### src/rtl/core/acp_pkg.sv
`timescale 1ns / 1ps
// Shared types, character codes and constants of the ASCII motor command parser.
// No dependencies; imported by every module of the block.
package acp_pkg;

	// Default number of fraction digits kept in the value
	localparam int FRAC_DIGITS_DEF = 3;

	// Configuration register reset values
	localparam logic [15:0] DELAY_MIN_RST = 16'd100;
	localparam logic [15:0] DELAY_MAX_RST = 16'd5000;

	// Configuration register indexes
	typedef logic cfg_idx_t;
	localparam cfg_idx_t REG_DELAY_MIN = 1'b0;
	localparam cfg_idx_t REG_DELAY_MAX = 1'b1;

	// Character codes
	localparam logic [7:0] CH_ZERO  = 8'h30;
	localparam logic [7:0] CH_NINE  = 8'h39;
	localparam logic [7:0] CH_POINT = 8'h2E;
	localparam logic [7:0] CH_PLUS  = 8'h2B;
	localparam logic [7:0] CH_MINUS = 8'h2D;
	localparam logic [7:0] CH_P     = 8'h50;
	localparam logic [7:0] CH_N     = 8'h4E;
	localparam logic [7:0] CH_A     = 8'h41;
	localparam logic [7:0] CH_B     = 8'h42;
	localparam logic [7:0] CH_R     = 8'h52;
	localparam logic [7:0] CH_S     = 8'h53;
	localparam logic [7:0] CH_D     = 8'h44;
	localparam logic [7:0] CH_STAR  = 8'h2A;

	// Run mode codes
	typedef logic [2:0] mode_t;
	localparam mode_t MODE_NONE  = 3'd0;
	localparam mode_t MODE_PLUS  = 3'd1;
	localparam mode_t MODE_MINUS = 3'd2;
	localparam mode_t MODE_P     = 3'd3;
	localparam mode_t MODE_N     = 3'd4;
	localparam mode_t MODE_A     = 3'd5;
	localparam mode_t MODE_B     = 3'd6;
	localparam mode_t MODE_R     = 3'd7;

	// One finished command as it leaves the parser
	typedef struct packed {
		logic [31:0] value;
		mode_t       mode;
		logic        stop;
		logic        pulse_clr;
		logic        dly_req;
	} cmd_t;

	// Power of ten, evaluated on constants only
	function automatic logic [31:0] pow10_f(input int n);
		logic [31:0] r;
		r = 32'd1;
		for (int k = 0; k < n; k++) begin
			r = r * 32'd10;
		end
		return r;
	endfunction

endpackage

### src/rtl/core/acp_parser.sv
`timescale 1ns / 1ps
// Byte input register, per-command parse state and finished-command register.
// Depends on acp_pkg.
module acp_parser #(
	parameter int FRAC_DIGITS = acp_pkg::FRAC_DIGITS_DEF
) (
	input  logic              clk,
	input  logic              arst_n,
	input  logic              rx_valid,
	output logic              rx_ready,
	input  logic [7:0]        rx_byte,
	output logic              cmd_valid,
	input  logic              cmd_ready,
	output acp_pkg::cmd_t     cmd
);
	import acp_pkg::*;

	localparam logic [31:0] SCALE = pow10_f(FRAC_DIGITS);
	localparam int          WW    = $clog2(pow10_f(FRAC_DIGITS - 1) + 32'd1);
	localparam int          PW    = $clog2(FRAC_DIGITS + 1);

	// Fraction weight per digit position; zero past the last kept digit
	logic [WW-1:0] wtab [0:FRAC_DIGITS];
	for (genvar k = 0; k <= FRAC_DIGITS; k++) begin : g_wtab
		assign wtab[k] = (k < FRAC_DIGITS) ? WW'(pow10_f(FRAC_DIGITS - 1 - k)) : '0;
	end

	logic [7:0]    byte_s1;
	logic          valid_s1;
	logic [31:0]   value_q;
	logic          frac_q;
	logic [PW-1:0] pos_q;
	mode_t         mode_q;
	logic          stop_q;
	logic          dreq_q;
	logic          pclr_q;
	cmd_t          cmd_s2;
	logic          valid_s2;

	logic          is_digit;
	logic          is_star;
	logic [3:0]    digit;
	logic [36:0]   int_sum;
	logic [33:0]   frac_sum;
	logic [31:0]   int_val;
	logic [31:0]   frac_val;
	logic          s2_free;
	logic          s1_adv;

	// Decode the held beat and form both digit updates
	always_comb begin
		is_digit = (byte_s1 >= CH_ZERO) && (byte_s1 <= CH_NINE);
		is_star  = (byte_s1 == CH_STAR);
		digit    = 4'(byte_s1 - CH_ZERO);
		int_sum  = (37'(value_q) << 3) + (37'(value_q) << 1) + 37'(digit) * 37'(SCALE);
		frac_sum = 34'(value_q) + 34'(digit) * 34'(wtab[pos_q]);
		int_val  = (|int_sum[36:32]) ? '1 : int_sum[31:0];
		frac_val = (|frac_sum[33:32]) ? '1 : frac_sum[31:0];
	end

	// Advance unless a finished command has nowhere to go
	assign s2_free  = !valid_s2 || cmd_ready;
	assign s1_adv   = valid_s1 && (!is_star || s2_free);
	assign rx_ready = !valid_s1 || s1_adv;

	// Hold the incoming beat
	always_ff @(posedge clk or negedge arst_n) begin
		if (!arst_n) begin
			valid_s1 <= 1'b0;
		end else if (rx_ready) begin
			valid_s1 <= rx_valid;
		end
	end

	always_ff @(posedge clk) begin
		if (rx_valid && rx_ready) begin
			byte_s1 <= rx_byte;
		end
	end

	// Update the parse state
	always_ff @(posedge clk or negedge arst_n) begin
		if (!arst_n) begin
			value_q <= '0;
			frac_q  <= 1'b0;
			pos_q   <= '0;
			mode_q  <= MODE_NONE;
			stop_q  <= 1'b0;
			dreq_q  <= 1'b0;
			pclr_q  <= 1'b0;
		end else if (s1_adv) begin
			if (is_digit) begin
				if (!frac_q) begin
					value_q <= int_val;
				end else begin
					value_q <= frac_val;
					if (pos_q != PW'(FRAC_DIGITS)) begin
						pos_q <= pos_q + PW'(1);
					end
				end
			end else begin
				unique case (byte_s1)
					CH_POINT: begin
						frac_q <= 1'b1;
						pos_q  <= '0;
					end
					CH_PLUS:  mode_q <= MODE_PLUS;
					CH_MINUS: mode_q <= MODE_MINUS;
					CH_P:     mode_q <= MODE_P;
					CH_N:     mode_q <= MODE_N;
					CH_A:     mode_q <= MODE_A;
					CH_B: begin
						mode_q <= MODE_B;
						pclr_q <= 1'b1;
					end
					CH_R: begin
						mode_q <= MODE_R;
						pclr_q <= 1'b1;
					end
					CH_S:     stop_q <= 1'b1;
					CH_D:     dreq_q <= 1'b1;
					CH_STAR: begin
						value_q <= '0;
						frac_q  <= 1'b0;
						pos_q   <= '0;
						stop_q  <= 1'b0;
						dreq_q  <= 1'b0;
						pclr_q  <= 1'b0;
					end
					default: ;
				endcase
			end
		end
	end

	// Capture the finished command at the end marker
	always_ff @(posedge clk or negedge arst_n) begin
		if (!arst_n) begin
			valid_s2 <= 1'b0;
		end else if (s2_free) begin
			valid_s2 <= s1_adv && is_star;
		end
	end

	always_ff @(posedge clk) begin
		if (s2_free && s1_adv && is_star) begin
			cmd_s2.value     <= value_q;
			cmd_s2.mode      <= mode_q;
			cmd_s2.stop      <= stop_q;
			cmd_s2.pulse_clr <= pclr_q;
			cmd_s2.dly_req   <= dreq_q;
		end
	end

	assign cmd_valid = valid_s2;
	assign cmd       = cmd_s2;

endmodule

### src/rtl/core/acp_delay.sv
`timescale 1ns / 1ps
// Integer-part extraction, delay base clamp and result register.
// Depends on acp_pkg.
module acp_delay #(
	parameter int FRAC_DIGITS = acp_pkg::FRAC_DIGITS_DEF
) (
	input  logic              clk,
	input  logic              arst_n,
	input  logic              cmd_valid,
	output logic              cmd_ready,
	input  acp_pkg::cmd_t     cmd,
	input  logic [15:0]       delay_min,
	input  logic [15:0]       delay_max,
	output logic              res_valid,
	input  logic              res_ready,
	output logic [31:0]       value_milli,
	output logic [2:0]        run_mode,
	output logic              stop_request,
	output logic              arm_angle_run,
	output logic              clear_pulse_sum,
	output logic              delay_updated,
	output logic [15:0]       delay_base
);
	import acp_pkg::*;

	// Divide by the scale as a multiply by a rounded-up reciprocal
	localparam logic [31:0] SCALE = pow10_f(FRAC_DIGITS);
	localparam int          L     = $clog2(SCALE);
	localparam int          SH    = 32 + L;
	localparam logic [63:0] RECIP = ((64'd1 << SH) + 64'(SCALE) - 64'd1) / 64'(SCALE);
	localparam int          QW    = 33 - L;

	logic [64:0]   prod;
	logic [QW-1:0] ip_s3;
	cmd_t          cmd_s3;
	logic          valid_s3;
	logic          out_free;
	logic          s3_free;
	logic          s3_adv;
	logic [31:0]   ip32;
	logic [15:0]   base_new;
	logic [15:0]   base_q;

	logic          res_valid_q;
	logic [31:0]   value_q;
	mode_t         mode_q;
	logic          stop_q;
	logic          arm_q;
	logic          pclr_q;
	logic          upd_q;
	logic [15:0]   res_base_q;

	assign prod = 65'(cmd.value) * 65'(RECIP[32:0]);

	// Stage flow
	assign out_free  = !res_valid_q || res_ready;
	assign s3_adv    = valid_s3 && out_free;
	assign s3_free   = !valid_s3 || out_free;
	assign cmd_ready = s3_free;

	// Register the integer part
	always_ff @(posedge clk or negedge arst_n) begin
		if (!arst_n) begin
			valid_s3 <= 1'b0;
		end else if (s3_free) begin
			valid_s3 <= cmd_valid;
		end
	end

	always_ff @(posedge clk) begin
		if (s3_free && cmd_valid) begin
			cmd_s3 <= cmd;
			ip_s3  <= prod[SH +: QW];
		end
	end

	// Clamp the integer part into the delay window
	always_comb begin
		ip32 = 32'(ip_s3);
		if (ip32 <= 32'(delay_min)) begin
			base_new = delay_min;
		end else if (ip32 > 32'(delay_max)) begin
			base_new = delay_max;
		end else begin
			base_new = ip32[15:0];
		end
	end

	// Keep the delay base across commands
	always_ff @(posedge clk or negedge arst_n) begin
		if (!arst_n) begin
			base_q <= DELAY_MIN_RST;
		end else if (s3_adv && cmd_s3.dly_req) begin
			base_q <= base_new;
		end
	end

	// Result register
	always_ff @(posedge clk or negedge arst_n) begin
		if (!arst_n) begin
			res_valid_q <= 1'b0;
		end else if (out_free) begin
			res_valid_q <= valid_s3;
		end
	end

	always_ff @(posedge clk) begin
		if (s3_adv) begin
			value_q    <= cmd_s3.value;
			mode_q     <= cmd_s3.mode;
			stop_q     <= cmd_s3.stop;
			arm_q      <= (cmd_s3.mode == MODE_PLUS) || (cmd_s3.mode == MODE_MINUS);
			pclr_q     <= cmd_s3.pulse_clr;
			upd_q      <= cmd_s3.dly_req;
			res_base_q <= cmd_s3.dly_req ? base_new : base_q;
		end
	end

	assign res_valid       = res_valid_q;
	assign value_milli     = value_q;
	assign run_mode        = mode_q;
	assign stop_request    = stop_q;
	assign arm_angle_run   = arm_q;
	assign clear_pulse_sum = pclr_q;
	assign delay_updated   = upd_q;
	assign delay_base      = res_base_q;

endmodule

### src/rtl/core/ascii_motor_command_parser.sv
`timescale 1ns / 1ps
// ASCII motor command parser: top level with configuration registers.
// Depends on acp_pkg, acp_parser and acp_delay.
//
// Usage:
//   rx channel (rx_valid/rx_ready/rx_byte) takes one ASCII character per beat.
//   Digits, '.', mode letters and flag letters update the parse state; other
//   bytes are dropped. '*' closes a command and produces one result beat on
//   the res channel (res_valid/res_ready plus the result fields).
//   cfg channel (cfg_valid/cfg_ready/cfg_index/cfg_data) writes delay_min
//   (index 0) and delay_max (index 1); cfg_ready is always high. Write it
//   only while no command is in flight.
// Throughput: one byte per cycle while rx_ready is high. Every byte is decoded
//   combinationally from the input register against the parse state.
// Result path: a result shows on res_valid once its '*' has passed the input
//   register, command register, integer-part register and result register.
// Reset: clears the parse state and run mode, sets the delay base and
//   delay_min to 100 and delay_max to 5000.
// Stall: while res_ready is low, bytes other than '*' keep flowing; up to
//   three finished commands queue in the pipe before rx_ready drops.
module ascii_motor_command_parser #(
	parameter int FRAC_DIGITS = acp_pkg::FRAC_DIGITS_DEF
) (
	input  logic              clk,
	input  logic              arst_n,
	input  logic              rx_valid,
	output logic              rx_ready,
	input  logic [7:0]        rx_byte,
	input  logic              cfg_valid,
	output logic              cfg_ready,
	input  acp_pkg::cfg_idx_t cfg_index,
	input  logic [15:0]       cfg_data,
	output logic              res_valid,
	input  logic              res_ready,
	output logic [31:0]       value_milli,
	output logic [2:0]        run_mode,
	output logic              stop_request,
	output logic              arm_angle_run,
	output logic              clear_pulse_sum,
	output logic              delay_updated,
	output logic [15:0]       delay_base
);
	import acp_pkg::*;

	logic [15:0] dmin_q;
	logic [15:0] dmax_q;
	logic        cmd_valid;
	logic        cmd_ready;
	cmd_t        cmd;

	assign cfg_ready = 1'b1;

	// Configuration registers
	always_ff @(posedge clk or negedge arst_n) begin
		if (!arst_n) begin
			dmin_q <= DELAY_MIN_RST;
			dmax_q <= DELAY_MAX_RST;
		end else if (cfg_valid && cfg_ready) begin
			unique case (cfg_index)
				REG_DELAY_MIN: dmin_q <= cfg_data;
				REG_DELAY_MAX: dmax_q <= cfg_data;
			endcase
		end
	end

	acp_parser #(
		.FRAC_DIGITS(FRAC_DIGITS)
	) u_parser (
		.clk       (clk),
		.arst_n    (arst_n),
		.rx_valid  (rx_valid),
		.rx_ready  (rx_ready),
		.rx_byte   (rx_byte),
		.cmd_valid (cmd_valid),
		.cmd_ready (cmd_ready),
		.cmd       (cmd)
	);

	acp_delay #(
		.FRAC_DIGITS(FRAC_DIGITS)
	) u_delay (
		.clk             (clk),
		.arst_n          (arst_n),
		.cmd_valid       (cmd_valid),
		.cmd_ready       (cmd_ready),
		.cmd             (cmd),
		.delay_min       (dmin_q),
		.delay_max       (dmax_q),
		.res_valid       (res_valid),
		.res_ready       (res_ready),
		.value_milli     (value_milli),
		.run_mode        (run_mode),
		.stop_request    (stop_request),
		.arm_angle_run   (arm_angle_run),
		.clear_pulse_sum (clear_pulse_sum),
		.delay_updated   (delay_updated),
		.delay_base      (delay_base)
	);

	// Input backpressure only ever comes from a stalled result
	a_rx_stall_cause: assert property (@(posedge clk) disable iff (!arst_n)
		!rx_ready |-> (res_valid && !res_ready))
		else $error("rx stalled without a stalled result");

	// Angle-run flag follows the reported mode
	a_arm_mode: assert property (@(posedge clk) disable iff (!arst_n)
		res_valid |-> (arm_angle_run == ((run_mode == MODE_PLUS) || (run_mode == MODE_MINUS))))
		else $error("arm_angle_run disagrees with run_mode");

	// The internal command beat is only held when the result side is full
	a_cmd_stall_cause: assert property (@(posedge clk) disable iff (!arst_n)
		(cmd_valid && !cmd_ready) |-> (res_valid && !res_ready))
		else $error("command stage stalled without a stalled result");

endmodule
### config.mk
export PLATFORM = sky130hd
export DESIGN_NAME = ascii_motor_command_parser
export DESIGN_NICKNAME = d
export VERILOG_FILES = /design/src/rtl/core/acp_pkg.sv /design/src/rtl/core/acp_parser.sv /design/src/rtl/core/acp_delay.sv /design/src/rtl/core/ascii_motor_command_parser.sv
export SDC_FILE = /design/constraint.sdc
export NUM_CORES = 1
export LEC_CHECK = 0
export ABC_AREA = 1
export BUFFER_PORTS_ARGS = -buffer_cell sky130_fd_sc_hd__buf_2
export CAP_MARGIN = 20
export CORE_AREA = 3 3 243 245
export CTS_CLUSTER_DIAMETER = 50
export DETAILED_ROUTE_END_ITERATION = 8
export DIE_AREA = 0 0 246 248
export GPL_ROUTABILITY_DRIVEN = 0
export PLACE_DENSITY = 0.69
export SLEW_MARGIN = 25
export SYNTH_ARGS = -nofsm -noshare
export SYNTH_HDL_FRONTEND = slang
export SYNTH_SLANG_ARGS = --single-unit
### constraint.sdc
create_clock -name clk -period 8.84 [get_ports clk]
set_input_delay 0.442 -clock clk [delete_from_list [all_inputs] [get_ports clk]]
set_output_delay 0.442 -clock clk [all_outputs]
set_load 0.01 [all_outputs]
==> out/results.ini <==
[run_status]
status=completed

[placement]
dp_hpwl_mm=65.1
portBuffers=86

[floorplanning]
die_x_um=246
die_area_um2=61000
die_h_um=248
design.core.area_um2=57400
start_util=0.547
io_pins=88
rows=88

[logic_synthesis]
synth_top_cell_area_share=0.205
synth_area_um2=31400
yosys_warnings=0
synth_top_flop_cell=edfxtp_1
synth_async_sr_flop_share=0.365
synth_top_area_cell=fa_1
synth_sequential_area_ratio=0.230
synth-edff-count=162
synth_nets=4529
syn_area_per_cell_um2=8.54
ys_types=50
synth-seq-cells=255
synth_cells=3670
synth.area.top_cells=fa_1 (20%), ha_1 (20%), edfxtp_1 (16%), inv_1 (11%), nand2_1 (7.9%)

[critical_path]
critPathKind=reg -> reg
max_stage_delay_ns=0.84
arrival_ns=7.63
cp_max_fo=11
critical_path_required_ns=9.15
worstRegToRegCells=22
r2r_end=u_delay.ip_s3[19]
reg2reg_slack_ns=1.52
endpoint_kind=flop
worstPathBufferInverterCount=5
critical-path-top-delay-family=adder cells
slowest_stage=edfxtp_1
crit_chain=ha_1, fa_1, fa_1, inv_1, fa_1, inv_1, fa_1, fa_1, fa_1, inv_1, fa_1, inv_1, ha_1, nand2_1, nor2_1, inv_1, nor4_1, nand3_1, o211ai_1, a21oi_1, o21ai_0, xor2_1
crit_top_cell=fa_1
r2r-start=u_parser.cmd[24]
worst_setup_path_start_kind=flop

[global_route]
antenna_found_initial=2
grt_start_max_net_pins=50
overflow=0
track_usage=0.270
grt_pass1_vias=24400
grt_pass1_wl_mm=128

[sta]
maxSlewHeadroom=0.303
maxSlewViolCount=0
fin_crit_ns=7.32
worst_pin_slew_ns=1.04
hold_viol=0
rsz0062_at_grt=false
setup_viol=0
fin_skew_ns=0.0270
fmax_ghz=0.137
finalSetupTns_ns=0
timing.final.crit_share=0.828

[clocking]
cts_root_buffer=clkbuf_16
cts_setup_buffers=0
ctsHtreeMaxLevel=2
insertion_delay_ns=0.56
cts_buffers=36
path_clk_slew_ns=0.06
cts.sinks=255
cts_tree=built
cts_buffer_depth=3

[route]
wire_per_inst_um=17.3
via_count=24000
via_per_inst=5.26
drt_pass1_iterations=6
drc_errors=0
drt-initial-drc-count=1320
wl_mm=78.9
ant_nets=0

[layout]
fin_nets=4628
final_common_cell=inv_1
syn2layout_area_growth_pct=7.94
layout-drive-gt1-share=0.0569
final_util=0.590
layout_common_cells=inv_1 (905), nand2_1 (659), ha_1 (508), fa_1 (321), nor2_1 (201)

[worst_hold_path]
min_path_type=in -> reg
min_path_cells=1
hold_end=u_parser.byte_s1[5]
hp-start=rx_byte[5]

[job]
maxCapViolations=0

[pwr]
leakagePower_nw=17.9
peakVddDrop_mv=0.209
powerDensity_nw_per_um2=185

[metal layers]
| metal | track usage | share of wire | vias to the layer above |
|---|---|---|---|
| li1 | - | - | 11800 |
| met1 | 0.337 | 0.42 | 11400 |
| met3 | 0.0327 | 0.052 | 187 |
| met4 | 0.115 | 0.048 | 2 |
| met2 | 0.473 | 0.48 | 643 |
| met5 | 0 | 0.00025 | - |
[registers in the layout, summed over array words and instances, names as in the netlist, 2 cells and up]
| name | count |
|---|---|
| u_delay.delay_base | 16 |
| u_parser.pos_q | 2 |
| u_parser.byte_s1 | 8 |
| u_delay.base_q | 16 |
| u_delay.ip_s3 | 23 |
| u_delay.run_mode | 3 |
| u_delay.value_milli | 32 |
| u_parser.mode_q | 3 |
| dmax_q | 16 |
| u_parser.value_q | 32 |
| u_delay.cmd_s3 | 38 |
| u_parser.cmd | 38 |
| dmin_q | 16 |
[synth_stat cells, types with 2 or more instances]
master,instances
inv_1,907
nand2_1,659
ha_1,508
fa_1,321
nor2_1,204
edfxtp_1,162
a21oi_1,161
o21ai_0,153
nand3_1,152
dfrtp_1,82
xor2_1,56
nand4_1,44
a31oi_1,31
xnor2_1,26
clkbuf_1,24
nor3_1,22
a21o_1,19
inv_2,17
nor4_1,13
dfstp_2,11
nand3b_1,10
nor2_2,9
clkinv_1,7
nand2_2,7
nor2_4,6
o21a_1,6
o211ai_1,5
o21bai_1,5
or2_2,5
buf_4,4
o221ai_1,4
a21boi_0,3
buf_6,3
o31ai_1,3
and2_1,2
and3_1,2
buf_1,2
nand3_2,2
o2111ai_1,2
[report_power, final]
group / total [W] / leakage [nW] / switching (W) / internal (W)
logic: 0.00322 / 14.7 / 0.00207 / 0.00115
clock network: 0.00141 / 0.576 / 0.000580 / 0.000829
registers: 0.00165 / 2.61 / 0.000241 / 0.00141
[how the worst max path moves through the flow]
stage / startpoint / end / slack (ns) / cells after the start
2_1_floorplan: u_parser.cmd[26] / u_delay.ip_s3[21] / 2.36 / 26
3_3_place_gp: u_parser.cmd[24] / u_delay.ip_s3[19] / 1.62 / 22
3_5_place_dp: u_parser.cmd[24] / u_delay.ip_s3[19] / 1.62 / 22
4_1_cts: u_parser.cmd[24] / u_delay.ip_s3[19] / 1.58 / 22
5_1_grt: u_parser.cmd[24] / u_delay.ip_s3[19] / 1.17 / 22
6_report: u_parser.cmd[24] / u_delay.ip_s3[19] / 1.52 / 22
[final cells by class]
type	instances	area, um^2
clock buffers	46	968
inverters	931	3490
repair buffers	95	503
multi-input cells	2450	20500
diodes	1	2.50
flip-flops and latches	255	7210
well taps	765	957
clock inverters	20	206
fillers	5193	23500
[kinds of logic (layout without fill, tap and decap cells)]
logic type	after synthesis	in the layout	synth area share
and+or+nand+nor	1138	1138	0.153
other	1	2	0.000120
xor gates and xnor gates	82	82	0.0229
DFF	255	255	0.230
buffers and inverters	965	1092	0.117
adders and majority gates	829	829	0.408
AOI/OAI and AO/OA	400	400	0.0698
[per-stage QoR]
stage	area (um^2)	total power [W]	hold slack [ns]	std cells	setup slack (ns)
after floorplan	31400	0.00413	0.146	3670	2.36
after global placement	32600	0.00481	0.401	4495	1.62
after detailed placement	32600	0.00485	0.405	4495	1.62
after CTS	33800	0.00629	0.0539	4562	1.58
after global routing	33800	0.00687	0.0645	4562	1.17
final	33800	0.00627	0.0719	4563	1.52
[repair_timing]
action	in CTS	in global routing
hold buffers	1	0
setup endpoints to repair	0	0
gates resized for setup	0	0
hold endpoints to repair	37	0
No activity file was read; power rests on OpenSTA's default activity.
